## config.mk

```make
export PLATFORM = sky130hd
export DESIGN_NAME = round_robin_servo_health_poller
export DESIGN_NICKNAME = d
export VERILOG_FILES = /design/src/rtl/rrshp_pkg.sv /design/src/rtl/rrshp_servo_table.sv /design/src/rtl/rrshp_health.sv /design/src/rtl/round_robin_servo_health_poller.sv
export SDC_FILE = /design/constraint.sdc
export NUM_CORES = 2
export LEC_CHECK = 0
export ABC_CLOCK_PERIOD_IN_PS = 25300
export BUFFER_PORTS_ARGS = -buffer_cell sky130_fd_sc_hd__buf_4
export CAP_MARGIN = 20
export CORE_UTILIZATION = 50
export CTS_CLUSTER_SIZE = 28
export DETAILED_ROUTE_END_ITERATION = 6
export PLACE_DENSITY_LB_ADDON = 0.25
export SYNTH_ARGS = -nofsm -noshare
export SYNTH_HDL_FRONTEND = slang
export SYNTH_SLANG_ARGS = --single-unit
```

## constraint.sdc

```tcl
create_clock -name clock -period 25.3 [get_ports clock]
set_input_delay 7.59 -clock clock [delete_from_list [all_inputs] [get_ports clock]]
set_output_delay 7.59 -clock clock [all_outputs]
set_load 0.03 [all_outputs]
```

## src/rtl/rrshp_pkg.sv

```systemverilog
`timescale 1ns / 1ps
`default_nettype none
// ----------------------------------------------------------------------------
// Servo health poller package
// Shared widths, codes and the structs that pass between the table, the
// health counter and the top level.
// ----------------------------------------------------------------------------
package rrshp_pkg;

   localparam int MAX_SERVOS  = 32;
   localparam int INDEX_WIDTH = $clog2(MAX_SERVOS);
   localparam int COUNT_WIDTH = $clog2(MAX_SERVOS + 1);
   localparam int MISS_WIDTH  = 4;
   localparam int POS_WIDTH   = 16;
   localparam int TALLY_WIDTH = 32;
   localparam int CSR_INDEX_WIDTH = 2;
   localparam int CSR_DATA_WIDTH  = 6;

   // Poll outcome codes; any code other than ok or busy counts as a failure
   localparam logic [1:0] OUTCOME_BUSY = 2'd0;
   localparam logic [1:0] OUTCOME_OK   = 2'd1;
   localparam logic [1:0] OUTCOME_FAIL = 2'd2;

   // Configuration register indexes
   localparam logic [CSR_INDEX_WIDTH-1:0] CSR_SERVOS_IN_USE = 2'd0;
   localparam logic [CSR_INDEX_WIDTH-1:0] CSR_MISS_LIMIT    = 2'd1;

   localparam logic [CSR_DATA_WIDTH-1:0] SERVOS_IN_USE_RESET = 6'd18;
   localparam logic [MISS_WIDTH-1:0]     MISS_LIMIT_RESET    = 4'd3;

   typedef enum logic [1:0] {
      COLOR_RED    = 2'd0,
      COLOR_YELLOW = 2'd1,
      COLOR_GREEN  = 2'd2,
      COLOR_NONE   = 2'd3
   } color_type;

   // Outcome of one table update
   typedef struct packed {
      logic                   updated;
      logic [INDEX_WIDTH-1:0] index;
      logic                   alive;
      logic                   old_alive;
      logic [POS_WIDTH-1:0]   position;
      logic [TALLY_WIDTH-1:0] poll_count;
      logic [TALLY_WIDTH-1:0] failure_count;
      logic [INDEX_WIDTH-1:0] next_index;
   } entry_type;

   // Health summary for one word
   typedef struct packed {
      logic [COUNT_WIDTH-1:0] healthy;
      color_type              color;
      logic                   changed;
   } health_type;

endpackage
`default_nettype wire

```

## src/rtl/rrshp_servo_table.sv

```systemverilog
`timescale 1ns / 1ps
`default_nettype none
// ----------------------------------------------------------------------------
// Servo status table
// Holds the per-servo entries and the round-robin index, and computes the
// updated entry for the servo polled last.
// ----------------------------------------------------------------------------
module rrshp_servo_table (
   input  wire logic                                clock,
   input  wire logic                                reset,
   input  wire logic                                fire,
   input  wire logic [1:0]                          outcome,
   input  wire logic [rrshp_pkg::POS_WIDTH-1:0]     position,
   input  wire logic [rrshp_pkg::MISS_WIDTH-1:0]    miss_limit,
   input  wire logic [rrshp_pkg::COUNT_WIDTH-1:0]   servo_count,
   output rrshp_pkg::entry_type                     entry,
   output logic [rrshp_pkg::MAX_SERVOS-1:0]         alive_flags
);

   logic                                 started_ff;
   logic [rrshp_pkg::INDEX_WIDTH-1:0]    index_ff;
   logic [rrshp_pkg::MAX_SERVOS-1:0]     alive_ff;
   logic [rrshp_pkg::MISS_WIDTH-1:0]     miss_ff  [rrshp_pkg::MAX_SERVOS];
   logic [rrshp_pkg::POS_WIDTH-1:0]      pos_ff   [rrshp_pkg::MAX_SERVOS];
   logic [rrshp_pkg::TALLY_WIDTH-1:0]    polls_ff [rrshp_pkg::MAX_SERVOS];
   logic [rrshp_pkg::TALLY_WIDTH-1:0]    fails_ff [rrshp_pkg::MAX_SERVOS];

   logic [rrshp_pkg::INDEX_WIDTH-1:0]    index_in;
   logic                                 alive_in;
   logic [rrshp_pkg::MISS_WIDTH-1:0]     miss_in;
   logic [rrshp_pkg::POS_WIDTH-1:0]      pos_in;
   logic [rrshp_pkg::TALLY_WIDTH-1:0]    polls_in;
   logic [rrshp_pkg::TALLY_WIDTH-1:0]    fails_in;
   logic [rrshp_pkg::MISS_WIDTH:0]       miss_sum;
   logic [rrshp_pkg::COUNT_WIDTH-1:0]    index_step;

   assign alive_flags = alive_ff;

   // Compute the updated entry and the next index
   always_comb begin
      alive_in = alive_ff[index_ff];
      miss_in  = miss_ff[index_ff];
      pos_in   = pos_ff[index_ff];
      polls_in = polls_ff[index_ff] + 32'd1;
      fails_in = fails_ff[index_ff];
      miss_sum = {1'b0, miss_ff[index_ff]} + 5'd1;
      if (outcome == rrshp_pkg::OUTCOME_OK) begin
         alive_in = 1'b1;
         miss_in  = '0;
         pos_in   = position;
      end else begin
         fails_in = fails_ff[index_ff] + 32'd1;
         if (miss_sum >= {1'b0, miss_limit}) begin
            miss_in  = miss_limit;
            alive_in = 1'b0;
            pos_in   = '0;
         end else begin
            miss_in = miss_sum[rrshp_pkg::MISS_WIDTH-1:0];
         end
      end

      // Advance round robin; wrap when the index reaches the servo count
      index_step = {1'b0, index_ff} + 6'd1;
      if (!started_ff || index_step >= servo_count) begin
         index_in = '0;
      end else begin
         index_in = index_step[rrshp_pkg::INDEX_WIDTH-1:0];
      end

      entry.updated    = started_ff;
      entry.old_alive  = alive_ff[index_ff];
      entry.next_index = index_in;
      if (started_ff) begin
         entry.index         = index_ff;
         entry.alive         = alive_in;
         entry.position      = pos_in;
         entry.poll_count    = polls_in;
         entry.failure_count = fails_in;
      end else begin
         entry.index         = '0;
         entry.alive         = 1'b0;
         entry.position      = '0;
         entry.poll_count    = '0;
         entry.failure_count = '0;
      end
   end

   // Write back the entry; the first word after reset only starts polling
   always_ff @(posedge clock) begin
      if (reset) begin
         started_ff <= 1'b0;
         index_ff   <= '0;
         alive_ff   <= '0;
         for (int i = 0; i < rrshp_pkg::MAX_SERVOS; i++) begin
            miss_ff[i]  <= '0;
            pos_ff[i]   <= '0;
            polls_ff[i] <= '0;
            fails_ff[i] <= '0;
         end
      end else if (fire) begin
         started_ff <= 1'b1;
         index_ff   <= index_in;
         if (started_ff) begin
            alive_ff[index_ff] <= alive_in;
            miss_ff[index_ff]  <= miss_in;
            pos_ff[index_ff]   <= pos_in;
            polls_ff[index_ff] <= polls_in;
            fails_ff[index_ff] <= fails_in;
         end
      end
   end

endmodule
`default_nettype wire

```

## src/rtl/rrshp_health.sv

```systemverilog
`timescale 1ns / 1ps
`default_nettype none
// ----------------------------------------------------------------------------
// Health counter
// Keeps the running count of responding servos, updated per entry change,
// recounted over the table after the servo count is rewritten.
// ----------------------------------------------------------------------------
module rrshp_health (
   input  wire logic                                clock,
   input  wire logic                                reset,
   input  wire logic                                fire,
   input  wire logic                                recount_start,
   input  wire rrshp_pkg::entry_type                entry,
   input  wire logic [rrshp_pkg::COUNT_WIDTH-1:0]   servo_count,
   input  wire logic [rrshp_pkg::MAX_SERVOS-1:0]    alive_flags,
   output rrshp_pkg::health_type                    health,
   output logic                                     busy
);

   logic [rrshp_pkg::COUNT_WIDTH-1:0]  healthy_ff;
   logic [rrshp_pkg::COUNT_WIDTH-1:0]  healthy_in;
   rrshp_pkg::color_type               last_color_ff;
   rrshp_pkg::color_type               color_in;
   logic                               busy_ff;
   logic [rrshp_pkg::INDEX_WIDTH-1:0]  sweep_ff;
   logic                               in_range;
   logic                               sweep_flag;

   assign busy = busy_ff;

   // Adjust the count by the updated entry and pick the color
   always_comb begin
      in_range = entry.updated && ({1'b0, entry.index} < servo_count);
      healthy_in = healthy_ff
                 + {{(rrshp_pkg::COUNT_WIDTH-1){1'b0}}, in_range & entry.alive}
                 - {{(rrshp_pkg::COUNT_WIDTH-1){1'b0}}, in_range & entry.old_alive};
      priority if (healthy_in == '0) begin
         color_in = rrshp_pkg::COLOR_RED;
      end else if (healthy_in < servo_count) begin
         color_in = rrshp_pkg::COLOR_YELLOW;
      end else begin
         color_in = rrshp_pkg::COLOR_GREEN;
      end
      health.healthy = healthy_in;
      health.color   = color_in;
      health.changed = (color_in != last_color_ff);
   end

   // One flag per cycle during a recount sweep
   assign sweep_flag = alive_flags[sweep_ff] && ({1'b0, sweep_ff} < servo_count);

   // Hold the count, sweep after a servo count write, advance per word
   always_ff @(posedge clock) begin
      if (reset) begin
         healthy_ff    <= '0;
         last_color_ff <= rrshp_pkg::COLOR_NONE;
         busy_ff       <= 1'b0;
         sweep_ff      <= '0;
      end else if (recount_start) begin
         healthy_ff <= '0;
         busy_ff    <= 1'b1;
         sweep_ff   <= '0;
      end else if (busy_ff) begin
         healthy_ff <= healthy_ff + {{(rrshp_pkg::COUNT_WIDTH-1){1'b0}}, sweep_flag};
         sweep_ff   <= sweep_ff + rrshp_pkg::INDEX_WIDTH'(1);
         if (sweep_ff == rrshp_pkg::INDEX_WIDTH'(rrshp_pkg::MAX_SERVOS - 1)) begin
            busy_ff <= 1'b0;
         end
      end else if (fire) begin
         healthy_ff    <= healthy_in;
         last_color_ff <= color_in;
      end
   end

endmodule
`default_nettype wire

```

## src/rtl/round_robin_servo_health_poller.sv

```systemverilog
`timescale 1ns / 1ps
`default_nettype none
// ----------------------------------------------------------------------------
// Round-robin servo health poller
// Each request word reports the outcome of the last position poll. A busy
// outcome is taken and dropped. Any other outcome updates the polled servo's
// entry (except for the first such word after reset), advances the poll index
// and yields one response word with the next servo ID, the updated entry and
// the red/yellow/green health status.
//
// The request word is registered; the table update and the response
// register write then happen in the same cycle, once the response register
// is free. One word per cycle is sustained while neither rsp_stall nor a
// recount holds the flow.
// While rsp_stall is high the response register holds and the request
// register fills; req_stall then rises until the response is taken.
// Reset clears the table, the index and the valid flags, and sets the
// configuration registers to their defaults. Writing servos_in_use starts a
// recount of responding servos over the whole table, with req_stall high while it runs; csr_ready is always high.
// ----------------------------------------------------------------------------
module round_robin_servo_health_poller (
   input  wire logic                                      clock,
   input  wire logic                                      reset,
   // Request channel
   input  wire logic                                      req_valid,
   output logic                                           req_stall,
   input  wire logic [1:0]                                req_poll_outcome,
   input  wire logic [7:0]                                req_position_low_byte,
   input  wire logic [7:0]                                req_position_high_byte,
   // Response channel
   output logic                                           rsp_valid,
   input  wire logic                                      rsp_stall,
   output logic [5:0]                                     rsp_next_servo_id,
   output logic                                           rsp_entry_updated,
   output logic [4:0]                                     rsp_updated_index,
   output logic                                           rsp_servo_responding,
   output logic [15:0]                                    rsp_servo_position,
   output logic [31:0]                                    rsp_servo_poll_count,
   output logic [31:0]                                    rsp_servo_failure_count,
   output logic [5:0]                                     rsp_healthy_total,
   output logic [1:0]                                     rsp_health_color,
   output logic                                           rsp_color_changed,
   // Configuration write channel
   input  wire logic                                      csr_valid,
   output logic                                           csr_ready,
   input  wire logic [rrshp_pkg::CSR_INDEX_WIDTH-1:0]     csr_index,
   input  wire logic [rrshp_pkg::CSR_DATA_WIDTH-1:0]      csr_data
);

   logic [rrshp_pkg::CSR_DATA_WIDTH-1:0]  servos_in_use_ff;
   logic [rrshp_pkg::MISS_WIDTH-1:0]      miss_limit_ff;
   logic [rrshp_pkg::COUNT_WIDTH-1:0]     servo_count;
   logic                                  csr_write;
   logic                                  recount_start;

   logic                                  in_valid_ff;
   logic                                  in_valid_in;
   logic [1:0]                            in_outcome_ff;
   logic [rrshp_pkg::POS_WIDTH-1:0]       in_position_ff;

   logic                                  rsp_valid_ff;
   logic                                  rsp_valid_in;
   logic                                  advance;
   logic                                  fire;
   logic                                  req_take;

   rrshp_pkg::entry_type                  entry;
   rrshp_pkg::health_type                 health;
   logic [rrshp_pkg::MAX_SERVOS-1:0]      alive_flags;
   logic                                  recount_busy;

   logic [5:0]                            next_id_ff;
   logic                                  updated_ff;
   logic [4:0]                            index_ff;
   logic                                  alive_ff;
   logic [15:0]                           position_ff;
   logic [31:0]                           polls_ff;
   logic [31:0]                           fails_ff;
   logic [5:0]                            healthy_ff;
   rrshp_pkg::color_type                  color_ff;
   logic                                  changed_ff;

   // Configuration registers
   assign csr_ready     = 1'b1;
   assign csr_write     = csr_valid && csr_ready;
   assign recount_start = csr_write && (csr_index == rrshp_pkg::CSR_SERVOS_IN_USE);

   always_ff @(posedge clock) begin
      if (reset) begin
         servos_in_use_ff <= rrshp_pkg::SERVOS_IN_USE_RESET;
         miss_limit_ff    <= rrshp_pkg::MISS_LIMIT_RESET;
      end else if (csr_write) begin
         if (csr_index == rrshp_pkg::CSR_SERVOS_IN_USE) begin
            servos_in_use_ff <= csr_data;
         end
         if (csr_index == rrshp_pkg::CSR_MISS_LIMIT) begin
            miss_limit_ff <= csr_data[rrshp_pkg::MISS_WIDTH-1:0];
         end
      end
   end

   // Clamp the servo count into one through the table depth
   always_comb begin
      priority if (servos_in_use_ff == '0) begin
         servo_count = rrshp_pkg::COUNT_WIDTH'(1);
      end else if ({1'b0, servos_in_use_ff} > 7'(rrshp_pkg::MAX_SERVOS)) begin
         servo_count = rrshp_pkg::COUNT_WIDTH'(rrshp_pkg::MAX_SERVOS);
      end else begin
         servo_count = servos_in_use_ff[rrshp_pkg::COUNT_WIDTH-1:0];
      end
   end

   // Handshake: the result register frees the update stage
   assign advance   = !rsp_valid_ff || !rsp_stall;
   assign fire      = in_valid_ff && advance;
   assign req_stall = recount_busy || (in_valid_ff && !advance);
   assign req_take  = req_valid && !req_stall;

   always_comb begin
      in_valid_in = in_valid_ff;
      if (fire) begin
         in_valid_in = 1'b0;
      end
      // Drop busy words at the door
      if (req_take && req_poll_outcome != rrshp_pkg::OUTCOME_BUSY) begin
         in_valid_in = 1'b1;
      end
      rsp_valid_in = rsp_valid_ff;
      if (advance) begin
         rsp_valid_in = fire;
      end
   end

   always_ff @(posedge clock) begin
      if (reset) begin
         in_valid_ff  <= 1'b0;
         rsp_valid_ff <= 1'b0;
      end else begin
         in_valid_ff  <= in_valid_in;
         rsp_valid_ff <= rsp_valid_in;
      end
   end

   // Request register
   always_ff @(posedge clock) begin
      if (req_take) begin
         in_outcome_ff  <= req_poll_outcome;
         in_position_ff <= {req_position_high_byte, req_position_low_byte};
      end
   end

   rrshp_servo_table u_table (
      .clock       (clock),
      .reset       (reset),
      .fire        (fire),
      .outcome     (in_outcome_ff),
      .position    (in_position_ff),
      .miss_limit  (miss_limit_ff),
      .servo_count (servo_count),
      .entry       (entry),
      .alive_flags (alive_flags)
   );

   rrshp_health u_health (
      .clock         (clock),
      .reset         (reset),
      .fire          (fire),
      .recount_start (recount_start),
      .entry         (entry),
      .servo_count   (servo_count),
      .alive_flags   (alive_flags),
      .health        (health),
      .busy          (recount_busy)
   );

   // Response register
   always_ff @(posedge clock) begin
      if (fire) begin
         next_id_ff  <= {1'b0, entry.next_index} + 6'd1;
         updated_ff  <= entry.updated;
         index_ff    <= entry.index;
         alive_ff    <= entry.alive;
         position_ff <= entry.position;
         polls_ff    <= entry.poll_count;
         fails_ff    <= entry.failure_count;
         healthy_ff  <= health.healthy;
         color_ff    <= health.color;
         changed_ff  <= health.changed;
      end
   end

   assign rsp_valid               = rsp_valid_ff;
   assign rsp_next_servo_id       = next_id_ff;
   assign rsp_entry_updated       = updated_ff;
   assign rsp_updated_index       = index_ff;
   assign rsp_servo_responding    = alive_ff;
   assign rsp_servo_position      = position_ff;
   assign rsp_servo_poll_count    = polls_ff;
   assign rsp_servo_failure_count = fails_ff;
   assign rsp_healthy_total       = healthy_ff;
   assign rsp_health_color        = color_ff;
   assign rsp_color_changed       = changed_ff;

endmodule
`default_nettype wire
```

==> summary.txt <==
Placed design
  • RD Place Congestion: 0.8623
  • PortBufs: 134
  • Final HPWL DP: 228.5 mm
  • Pre-CTS setup slack: 9526 ps
  • Post-DP Area: 0.1314 mm²

Routing
  • Vias/cell: 6.799
  • ANT nets after route: 0
  • Total number of vias: 82449
  • Starting DRT DRC Count: 13866
  • Drt total wl: 429.8 mm
  • First drt pass iteration count: 7
  • Routed WL per cell: 35.44 µm
  • Residual DRC count: 7

Hold path
  • Hold/Removal Path Class: reg -> reg
  • Hold path depth: 2
  • Worst Hold Endpoint: in_valid_ff
  • Hold_sp: rsp_valid

Setup path
  • Max FO, Critical Path: 4
  • Crit path launch type: input pin
  • RR Endpoint: rsp_color_changed
  • Worst EP required: 17710 ps
  • Flop-to-flop setup slack: 15540 ps
  • Worst path arrival time: 8170 ps
  • Worst setup EP type: output port
  • Critical path type: in -> out
  • R2R cell count: 26

Timing
  • Unrepaired setup endpoints after global routing: no
  • Tightest Pin Transition: 1263 ps
  • Final setup margin: 9540 ps
  • Worst Skew: 87.53 ps
  • Max-slew violations: 0
  • Peak Freq: 63.45 MHz
  • Tcrit/Tclk final: 0.6229
  • Fin. Hold Viols: 0
  • Setup violators final: 0
  • Post-Route Setup TNS: 0 ps
  • Max-slew headroom: 0.1578
  • Crit path time final: 15760 ps
  • WHS: 465.4 ps

Synth
  • Synthesized cell area: 0.1280 mm²
  • Main synth FF type: edfxtp_1
  • Synth Net Count: 8803
  • Synthesis-stage register bit count: 2877
  • Async SR Flop Fraction: 0
  • Mapped Cells: 8727
  • Distinct cells, synth: 102
  • Register area share after synthesis: 0.6698
  • Post-synthesis area per instance: 14.66 µm²
  • Synth Warn #: 0
  • Number of flops mapped to enable cells by yosys: 2808

Clock network
  • CTS resizes: 0
  • Clock Path Buffers: 4
  • Clock sinks: 2877
  • Total CTS buffers: 315
  • CTS clock-pin slew for the worst setup and hold paths: 60 ps
  • Post-CTS setup buffer count: 0
  • Hold-fix buffers, CTS: 0
  • CTS tree: yes
  • H-Tree Level Count: 5
  • Worst skew pair latency: 990 ps
  • Root Buffer: clkbuf_16

Power
  • Switching Share: 0.2244
  • Peak VDD IR: 0.07761 mV
  • P_int: 8097 µW
  • Seq pwr share: 0.526
  • Power density cells: 73.85 mW/mm²
  • Clk pwr share: 0.419
  • Leakage power total: 0.04593 µW
  • Comb pwr share: 0.056
  • Pwr Total: 10440 µW
  • Switch Pwr: 2343 µW

Run status
  • Failing checks: design-rule violations
  • Status: finished with violations

Global route
  • Largest net degree at the start of global routing: 92
  • Gr usage total: 0.3304
  • Grt ovf: 0
  • Vias in the first global route: 80107
  • First-pass GRT wire length: 596.2 mm
  • Initial antenna violation count: 11

Floorplanning
  • FP Rows: 185
  • Core Region: 0.2542 mm²
  • Die footprint: 0.2579 mm²
  • Num ports: 136
  • Starting density of the core: 0.5035
  • Die Ht: 507.9 µm
  • Die width: 507.9 µm

Layout
  • Finished Cell Area: 0.1414 mm²
  • Synth-to-layout area growth: 10.47%
  • Layout cell share with drive strength beyond 1: 0.1949
  • Layout Nets: 8618

Job
  • Max-Cap Viols: 0
metal layers:
metal | GRT usage | vias to the layer above | part of all wire
met5 | 0 | - | 0.00020
li1 | - | 32461 | -
met3 | 0.08366 | 1340 | 0.14
met2 | 0.5145 | 6673 | 0.46
met4 | 0.1610 | 12 | 0.056
met1 | 0.4346 | 41963 | 0.35
power groups by stage:
stage | Combinational, µW | Sequential [µW] | Clock [µW]
floorplan | 327 | 5590 | 0
global placement | 554 | 5570 | 0
detailed placement | 563 | 5590 | 0
CTS | 565 | 5490 | 4380
global route | 597 | 5500 | 4540
finish | 581 | 5490 | 4370
sequential cells by signal, summed over array words and instances, names as in the netlist, 6 cells and up, named ones only:
signal,flops
rsp_servo_position,16
u_health.healthy_ff,6
u_table.polls_ff,1024
u_table.fails_ff,1024
rsp_healthy_total,6
u_table.miss_ff,128
u_table.pos_ff,512
servos_in_use_ff,6
rsp_next_servo_id,6
in_position_ff,16
rsp_servo_poll_count,32
rsp_servo_failure_count,32
u_table.alive_flags,32
kinds of logic (layout without fill, tap and decap cells):
logic type,after synthesis,after routing,synth area share
and+or+nand+nor,3179,3179,0.1101
other,1,4,0.00002931
DFF,2877,2877,0.6698
adders and majority gates,45,45,0.004459
xor gates and xnor gates,54,54,0.003696
buffers and inverters,1000,1031,0.04123
muxes,972,972,0.1388
AOI/OAI and AO/OA,599,599,0.03184
cell usage in the layout, fill, tap and decap left out, types with 14 or more instances in the layout:
| master | n |
|---|---|
| clkinv_1 | 63 |
| nand3_1 | 76 |
| dfxtp_1 | 64 |
| buf_4 | 402 |
| buf_16 | 14 |
| ha_1 | 44 |
| bufinv_16 | 20 |
| clkinv_2 | 43 |
| a21o_1 | 17 |
| nor2_1 | 1963 |
| nand2_4 | 26 |
| clkbuf_16 | 319 |
| and3_1 | 24 |
| inv_1 | 60 |
| mux4_2 | 578 |
| nor3_1 | 688 |
| xnor2_2 | 24 |
| nor2b_1 | 14 |
| o22ai_1 | 69 |
| mux2_2 | 20 |
| mux2i_1 | 324 |
| a21oi_2 | 34 |
| a21oi_1 | 187 |
| clkbuf_1 | 72 |
| a21o_4 | 24 |
| mux4_1 | 48 |
| o31a_1 | 16 |
| nand2_1 | 152 |
| nor3_2 | 54 |
| and2_1 | 14 |
| edfxtp_1 | 2808 |
| and4_1 | 15 |
| a22oi_1 | 124 |
| nand4_1 | 24 |
worst max-delay path, stage by stage:
cell and delay (ps):
buf_4 120, a31oi_1 210, inv_1 70, buf_4 170
synth_stat cells, drive strengths merged, types with 44 or more instances:
| master | count | share of area |
|---|---|---|
| inv | 63 | 0.0018 |
| nor2 | 1965 | 0.058 |
| mux4 | 626 | 0.11 |
| dfxtp | 69 | 0.011 |
| buf | 363 | 0.021 |
| a21oi | 222 | 0.0096 |
| nand2 | 179 | 0.0053 |
| clkbuf | 544 | 0.016 |
| edfxtp | 2808 | 0.66 |
| nor3 | 743 | 0.031 |
| a22oi | 126 | 0.0075 |
| o22ai | 69 | 0.0034 |
| ha | 44 | 0.0043 |
| nand3 | 80 | 0.0031 |
| mux2i | 326 | 0.026 |
through the flow:
step             util  instances
2_1_floorplan       -       8727
3_3_place_gp   0.5167      11564
3_5_place_dp   0.5172      11570
4_1_cts        0.5544      12103
5_1_grt        0.5562      12125
6_report       0.5562      12127
how the worst max path moves through the flow:
stage	slack [ps]	from	cells past startpoint	to
floorplan	9800	rsp_stall	2	req_stall
CTS	9530	rsp_stall	4	req_stall
detailed placement	9530	rsp_stall	4	req_stall
global placement	9450	rsp_stall	4	req_stall
global route	9510	rsp_stall	4	req_stall
finish	9540	rsp_stall	4	req_stall
final cells by class:
type | instances | area, µm²
Tap cell | 3366 | 4212
Multi-Input combinational cell | 4850 | 38000
Sequential cell | 2877 | 85720
Clock inverter | 141 | 1197
Timing Repair Buffer | 433 | 3690
Antenna cell | 3 | 7.507
Fill cell | 20176 | 112800
Inverter | 65 | 264.0
Clock buffer | 392 | 8267
Note: power is estimated with default switching activity, not from simulation.
